$ cat config.mk
export PLATFORM = sky130hd
export DESIGN_NAME = lru_page_frame_replacement_core
export DESIGN_NICKNAME = d
export VERILOG_FILES = /design/src/rtl/core/lrupr_pkg.sv /design/src/rtl/core/lru_page_frame_replacement_core.sv /design/src/rtl/core/lrupr_ram.sv
export SDC_FILE = /design/constraint.sdc
export NUM_CORES = 1
export LEC_CHECK = 0
export BUFFER_PORTS_ARGS = -buffer_cell sky130_fd_sc_hd__buf_4
export CORE_ASPECT_RATIO = 1.75
export CORE_MARGIN = 1
export CORE_UTILIZATION = 53
export CTS_BUF_LIST = sky130_fd_sc_hd__clkbuf_16
export DETAILED_ROUTE_END_ITERATION = 12
export GPL_ROUTABILITY_DRIVEN = 0
export PLACE_DENSITY = 0.75
export SKIP_CTS_REPAIR_TIMING = 1
export SYNTH_ARGS = -nofsm -noshare
export SYNTH_HDL_FRONTEND = slang
export SYNTH_SLANG_ARGS = --single-unit
$ cat constraint.sdc
create_clock -name clk -period 3.4 [get_ports clk]
set_input_delay 0.17 -clock clk [delete_from_list [all_inputs] [get_ports clk]]
set_output_delay 0.17 -clock clk [all_outputs]
set_load 0.005 [all_outputs]
$ cat src/rtl/core/lrupr_pkg.sv
// Shared constants for the LRU page frame replacement core.
`timescale 1ns / 1ps
package lrupr_pkg;

  // Built frame count and page number width.
  localparam int unsigned FRAMES_DEF    = 8;
  localparam int unsigned PAGE_BITS_DEF = 16;

  // Configuration register layout.
  localparam int unsigned CFG_W          = 4;
  localparam int unsigned ADDR_W         = 3;
  localparam logic        REG_FRAME_COUNT = 1'b0;
  localparam logic [CFG_W-1:0] FRAME_COUNT_RESET = 4'd8;

  // Fault counter width.
  localparam int unsigned FAULT_W = 32;

endpackage

$ cat src/rtl/core/lru_page_frame_replacement_core.sv
// LRU page frame replacement core: page table scan, victim choice and fault count.
// The result word is registered in the update state, after the scan of the frames in use.
// One frame is read from the page RAM and compared per cycle, through one shared compare unit.
// The core takes no new word until the current one is through: in_stall stays high from acceptance to the update.
// Reset: all frames empty, frame i holds rank i, fault count zero, frame count eight.
`timescale 1ns / 1ps
module lru_page_frame_replacement_core
  import lrupr_pkg::*;
#(
  parameter int unsigned FRAMES    = FRAMES_DEF,
  parameter int unsigned PAGE_BITS = PAGE_BITS_DEF,
  localparam int unsigned FIW      = (FRAMES > 1) ? $clog2(FRAMES) : 1
) (
  input  logic                 clk,
  input  logic                 rst,
  // Configuration port.
  input  logic                 psel,
  input  logic                 penable,
  input  logic                 pwrite,
  input  logic [ADDR_W-1:0]    paddr,
  input  logic [31:0]          pwdata,
  output logic [31:0]          prdata,
  output logic                 pready,
  // Page reference channel.
  input  logic                 in_valid,
  output logic                 in_stall,
  input  logic [PAGE_BITS-1:0] page_number,
  // Result channel.
  output logic                 out_valid,
  input  logic                 out_stall,
  output logic                 hit,
  output logic [FIW-1:0]       frame_index,
  output logic                 evicted_valid,
  output logic [PAGE_BITS-1:0] evicted_page,
  output logic [FAULT_W-1:0]   fault_total
);

  localparam logic [1:0] ST_IDLE   = 2'd0;
  localparam logic [1:0] ST_SCAN   = 2'd1;
  localparam logic [1:0] ST_UPDATE = 2'd2;

  localparam logic [FIW-1:0] RANK_MAX = FIW'(FRAMES - 1);

  logic [1:0]           state;
  logic [CFG_W-1:0]     frame_count;
  logic [FIW-1:0]       last_idx;

  logic [PAGE_BITS-1:0] page;
  logic [FIW-1:0]       scan_idx;
  logic                 issue_done;
  logic                 cmp_vld;
  logic                 cmp_last;
  logic [FIW-1:0]       cmp_idx;

  logic                 hit_found;
  logic [FIW-1:0]       hit_idx;
  logic [FIW-1:0]       hit_rank;
  logic                 empty_found;
  logic [FIW-1:0]       empty_idx;
  logic [FIW-1:0]       empty_rank;
  logic [FIW-1:0]       lru_idx;
  logic [FIW-1:0]       lru_rank;
  logic [PAGE_BITS-1:0] lru_page;

  logic [FRAMES-1:0]    frame_valid;
  logic [FIW-1:0]       recency_rank [FRAMES];
  logic [FAULT_W-1:0]   faults_seen;
  logic [FAULT_W-1:0]   faults_seen_next;

  logic [PAGE_BITS-1:0] ram_rdata;
  logic                 ram_we;
  logic [FIW-1:0]       slot;
  logic [FIW-1:0]       slot_rank;
  logic                 cur_hit;
  logic                 cur_match;
  logic                 in_accept;
  logic                 update_go;
  logic                 cfg_write;

  // Configuration register, always ready.
  assign pready    = 1'b1;
  assign cfg_write = psel & penable & pwrite & (paddr[2] == REG_FRAME_COUNT);
  assign prdata    = (paddr[2] == REG_FRAME_COUNT) ? {{(32 - CFG_W){1'b0}}, frame_count} : '0;

  always_ff @(posedge clk) begin
    if (rst) begin
      frame_count <= FRAME_COUNT_RESET;
    end else if (cfg_write) begin
      frame_count <= pwdata[CFG_W-1:0];
    end
  end

  // Highest frame index in use, with the count clamped to one and to the built size.
  always_comb begin
    if (frame_count == '0) begin
      last_idx = '0;
    end else if (32'(frame_count) > FRAMES) begin
      last_idx = RANK_MAX;
    end else begin
      last_idx = FIW'(frame_count - 1'b1);
    end
  end

  // Handshake terms.
  assign in_stall  = (state != ST_IDLE);
  assign in_accept = in_valid & ~in_stall;
  assign update_go = (state == ST_UPDATE) & (~out_valid | ~out_stall);

  // Page RAM: read during the scan, written with the new page on a fault.
  assign cur_hit = hit_found;
  always_comb begin
    if (cur_hit) begin
      slot      = hit_idx;
      slot_rank = hit_rank;
    end else if (empty_found) begin
      slot      = empty_idx;
      slot_rank = empty_rank;
    end else begin
      slot      = lru_idx;
      slot_rank = lru_rank;
    end
  end
  assign ram_we = update_go & ~cur_hit;

  lrupr_ram #(
    .WIDTH (PAGE_BITS),
    .DEPTH (FRAMES)
  ) u_page_ram (
    .clk   (clk),
    .we    (ram_we),
    .waddr (slot),
    .wdata (page),
    .raddr (scan_idx),
    .rdata (ram_rdata)
  );

  // The shared compare unit looks at one frame per cycle.
  assign cur_match = frame_valid[cmp_idx] & (ram_rdata == page);

  // Sequencer: accept, scan the frames in use, then update state and present the word.
  // The last compare always follows the last issue, so the compare stage empties by itself.
  always_ff @(posedge clk) begin
    if (rst) begin
      state      <= ST_IDLE;
      cmp_vld    <= 1'b0;
      issue_done <= 1'b0;
    end else begin
      case (state)
        ST_IDLE: begin
          if (in_accept) begin
            state      <= ST_SCAN;
            cmp_vld    <= 1'b0;
            issue_done <= 1'b0;
          end
        end
        ST_SCAN: begin
          cmp_vld <= ~issue_done;
          if (!issue_done && scan_idx == last_idx) begin
            issue_done <= 1'b1;
          end
          if (cmp_vld && cmp_last) begin
            state <= ST_UPDATE;
          end
        end
        ST_UPDATE: begin
          if (update_go) begin
            state <= ST_IDLE;
          end
        end
        default: begin
          state <= ST_IDLE;
        end
      endcase
    end
  end

  // Scan address, compare stage and running search results.
  always_ff @(posedge clk) begin
    if (in_accept) begin
      page        <= page_number;
      scan_idx    <= '0;
      hit_found   <= 1'b0;
      empty_found <= 1'b0;
      lru_idx     <= '0;
      lru_rank    <= '1;
    end else if (state == ST_SCAN) begin
      if (!issue_done) begin
        cmp_idx  <= scan_idx;
        cmp_last <= (scan_idx == last_idx);
        if (scan_idx != last_idx) begin
          scan_idx <= scan_idx + 1'b1;
        end
      end
      if (cmp_vld) begin
        // Lowest matching frame wins.
        if (cur_match && !hit_found) begin
          hit_found <= 1'b1;
          hit_idx   <= cmp_idx;
          hit_rank  <= recency_rank[cmp_idx];
        end
        // Lowest empty frame.
        if (!frame_valid[cmp_idx] && !empty_found) begin
          empty_found <= 1'b1;
          empty_idx   <= cmp_idx;
          empty_rank  <= recency_rank[cmp_idx];
        end
        // Least recent frame; ranks are unique, so the first seen keeps ties.
        if (recency_rank[cmp_idx] < lru_rank) begin
          lru_idx  <= cmp_idx;
          lru_rank <= recency_rank[cmp_idx];
          lru_page <= ram_rdata;
        end else if (cmp_idx == '0) begin
          lru_page <= ram_rdata;
        end
      end
    end
  end

  // Saturating fault count.
  assign faults_seen_next = (faults_seen == '1) ? faults_seen : faults_seen + 1'b1;

  // Frame state update: valid marks, ranks and fault total.
  always_ff @(posedge clk) begin
    if (rst) begin
      frame_valid <= '0;
      faults_seen <= '0;
      for (int i = 0; i < FRAMES; i++) begin
        recency_rank[i] <= FIW'(i);
      end
    end else if (update_go) begin
      if (!cur_hit) begin
        frame_valid[slot] <= 1'b1;
        faults_seen       <= faults_seen_next;
      end
      for (int i = 0; i < FRAMES; i++) begin
        if (FIW'(i) == slot) begin
          recency_rank[i] <= RANK_MAX;
        end else if (recency_rank[i] > slot_rank) begin
          recency_rank[i] <= recency_rank[i] - 1'b1;
        end
      end
    end
  end

  // Output word register.
  always_ff @(posedge clk) begin
    if (rst) begin
      out_valid <= 1'b0;
    end else if (update_go) begin
      out_valid <= 1'b1;
    end else if (!out_stall) begin
      out_valid <= 1'b0;
    end
  end

  always_ff @(posedge clk) begin
    if (update_go) begin
      hit           <= cur_hit;
      frame_index   <= slot;
      evicted_valid <= ~cur_hit & ~empty_found;
      evicted_page  <= (~cur_hit & ~empty_found) ? lru_page : '0;
      fault_total   <= cur_hit ? faults_seen : faults_seen_next;
    end
  end

endmodule

$ cat src/rtl/core/lrupr_ram.sv
// Generic single write port RAM with a registered read port.
`timescale 1ns / 1ps
module lrupr_ram #(
  parameter int unsigned WIDTH = 16,
  parameter int unsigned DEPTH = 8,
  localparam int unsigned AW   = (DEPTH > 1) ? $clog2(DEPTH) : 1
) (
  input  logic             clk,
  input  logic             we,
  input  logic [AW-1:0]    waddr,
  input  logic [WIDTH-1:0] wdata,
  input  logic [AW-1:0]    raddr,
  output logic [WIDTH-1:0] rdata
);

  logic [WIDTH-1:0] mem [DEPTH];

  // Write port.
  always_ff @(posedge clk) begin
    if (we) begin
      mem[waddr] <= wdata;
    end
  end

  // Registered read port.
  always_ff @(posedge clk) begin
    rdata <= mem[raddr];
  end

endmodule

==> run summary <==
Antenna viol nets, final: 0
Die Ht: 221 µm
Setup TNS: 0 ns
First-pass GRT wire length: 46200 µm
Vias in the first global route: 8907
Slew margin rel.: 31.5%
Gr ovfl total: 0
CTS Root Cell: clkbuf_16
Finish-stage setup viols: 0
Layout cell share with drive strength beyond 1: 18.5%
Vias: 8903
Initial detailed-routing violation count: 511
Final net count: 1304
Dpl cell area: 15500 µm²
Largest net degree at the start of global routing: 72
Clk_skew: 0.0244 ns
Pwr Density: 575 nW/µm²
Die ar.: 28100 µm²
Area Overhead vs Synth: 16.0%
Final Hold Vio Count: 2
CP required: 3.70 ns
Clock network power share: 37.8%
Gate Count Post-Synth: 1087
Post-DP HPWL: 19700 µm
Unique masters post-synth: 62
CP startpoint kind: register
Worst hold path type: in -> reg
Final Instance Count excl. Fillers: 1597
Dpl cells: 1520
WL met3: 1040 µm
DRC: 0
H-tree levels: 1
Flop pwr share: 49.5%
Num CTS Buffers: 30
Synthesized cell area: 14500 µm²
Final Cycle Share: 88.2%
GRT Total Usage: 21.4%
Clock latency on the worst-skew pair: 0.58 ns
Clock slew at reported path FFs: 0.07 ns
Critical path class: reg -> reg
EDFF count, synth: 253
Min Tclk post-route: 3.00 ns
Yosys warns: 0
Combinational power share: 12.7%
Post-synthesis sequential area ratio: 63.3%
Uppermost layer routed: met4
Status: finished, violations left
# Max-Cap Violations: 0
Met1 WL: 10800 µm
FMAX: 334 MHz
Int Pwr: 7.31 mW
TritonCTS clock tree: done
RSZ-0062 raised after global routing: false
DRT Wirelength: 29800 µm
Max-slew violations: 0
CP most frequent cell: o21ai_0
CP Capture Type: register
Placeable Area: 26800 µm²
Max Root-Sink Buffers: 3
Critical Path Fanout Max: 9
Hold_ws: -0.0155 ns
Die W: 127 µm
CP max stage cell: o21ai_0
Initial antenna violation count: 0
Worst slew pin tran: 1.02 ns
Violations in the final reports: negative hold slack
Total I/O pin count: 146
CP max stage delay: 0.73 ns
Clock Sinks: 332
Most used DFF post-synth: edfxtp_1
CP cell instances: mux2i_1 > o21ai_0 > buf_4 > ha_1 > nor2b_1 > o21ai_0 > a32oi_1 > o21ai_0 > nand2b_1
Routed length per placed instance: 18.7 µm
Routed wire length on met2: 16900 µm
Final Instance Area: 16800 µm²
Async SR Flop Fraction: 0%
CP arrival: 3.29 ns
Switching Fraction: 24.5%
ANT cells: 0
Row cnt: 79
Net Sw Power: 2.37 mW
Post-DR vias/cell: 5.57
Total leakage power: 6.26 nW
Maximum vdd drop: 610 µV
Initial Util: 54.2%
Yosys reg bits: 332
Avg Inst Size Synth: 13.3 µm²
First-pass DRT Iterations: 4
PortBufs: 86
## flip-flops by register name (all words and copies together) (netlist names), 4 cells and up, named ones only
name and flops:
frame_count 4, evicted_page 16, lru_page 16, page 16, faults_seen 32, u_page_ram.rdata 16
u_page_ram.mem 128, recency_rank 24, frame_valid 8, fault_total 32
## area by class of cell
type	instances	area, µm²
clock buffers	30	751
clock inverters	26	338
fillers	2017	9950
inverters	47	176
multi-input cells	662	4850
flip-flops and latches	332	9180
well taps	364	455
repair buffers	136	1090
## synth_stat cells, types with 6 or more instances
library cell	number	area [µm²]
edfxtp_1	253	7600
nand2_1	108	405
dfxtp_1	79	1580
nor2_1	53	199
a21oi_1	45	225
inv_1	43	161
mux4_2	40	901
ha_1	37	463
xor2_1	35	307
buf_4	32	240
clkbuf_1	30	113
nand3_1	27	135
nor3_1	27	135
xnor2_1	24	210
o21ai_0	22	110
and2_1	19	119
nor2b_1	19	119
nand4_1	18	113
or3_1	18	113
nor4_1	13	81.3
or4_1	13	97.6
mux2i_1	11	110
o31ai_1	10	75.1
o21ai_1	9	45.0
buf_2	8	40.0
mux2_2	8	90.1
nand2b_1	8	50.1
o21ba_2	7	70.1
a32oi_1	6	52.6
and3_1	6	37.5
o21a_1	6	45.0
## worst max-delay path, delay by kind of cell, from the launching register on
kind	cells	cell delay [ns]
muxes	1	0.15
DFF	1	0.61
and+or+nand+nor	2	0.22
AOI/OAI and AO/OA	4	1.32
buffers and inverters	1	0.28
adders and majority gates	1	0.15
## routing by layer
metal	GRT usage (%)	up-vias
met4	9.64	0
li1	-	4223
met1	22.0	4397
met2	42.3	228
met5	0	-
met3	2.42	55
## worst paths after layout
check,start,to,slack (ns),depth (start not counted)
max,empty_found$_SDFFE_PP0P_,recency_rank[0][2]$_SDFFCE_PN0P_,0.40,9
max reg2reg,empty_found$_SDFFE_PP0P_,recency_rank[0][2]$_SDFFCE_PN0P_,0.40,9
min,in_valid,state[0]$_SDFFE_PP0P_,-0.02,3
min reg2reg,u_page_ram.rdata[7]$_DFF_P_,lru_page[7]$_DFFE_PP_,0.46,0
## cells in the final DEF, fill, tap and decap left out, drive strengths merged, types with 8 or more instances in the layout
master,count
a21oi,45
and2,19
buf,115
clkbuf,30
clkinv,16
conb,29
dfxtp,79
dlygate4sd3,21
edfxtp,253
ha,37
inv,46
mux2,12
mux2i,11
mux4,40
nand2,108
nand2b,8
nand3,27
nand4,19
nor2,53
nor2b,19
nor3,29
nor4,15
o21ai,31
o31ai,11
or3,18
or4,14
xnor2,24
xor2,35
## kinds of logic (layout without fill, tap and decap cells)
family,Yosys count,count (layout),share of synthesized area (%)
simple gates,347,347,12.3
flops,332,332,63.3
compound gates,126,126,5.57
buf+inv,120,239,4.05
mux,63,63,7.90
xor+xnor,59,59,3.56
fa+ha+maj,38,38,3.26
other cells,2,29,0.0518
## metrics by stage
step                      total power [mW]  hold slack (ns)  util [%]  worst slack [ns]
final                                 9.68          -0.0155      62.8             0.402
after CTS                             9.74           -0.259      62.1             0.415
after global placement                6.03            0.348      58.0             0.463
after floorplan                       5.72            0.269         -             0.197
after global routing                  10.0          0.00409      62.8             0.181
after detailed placement              6.08            0.350      58.0             0.436
## power groups by stage
stage          Clock, mW  Combinational (mW)  Sequential [mW]
2_1_floorplan          0               0.931             4.79
3_3_place_gp           0                1.17             4.86
3_5_place_dp           0                1.21             4.87
4_1_cts             3.73                1.22             4.79
5_1_grt             3.87                1.35             4.81
6_report            3.66                1.23             4.79
(Power assumes the default switching activity.)
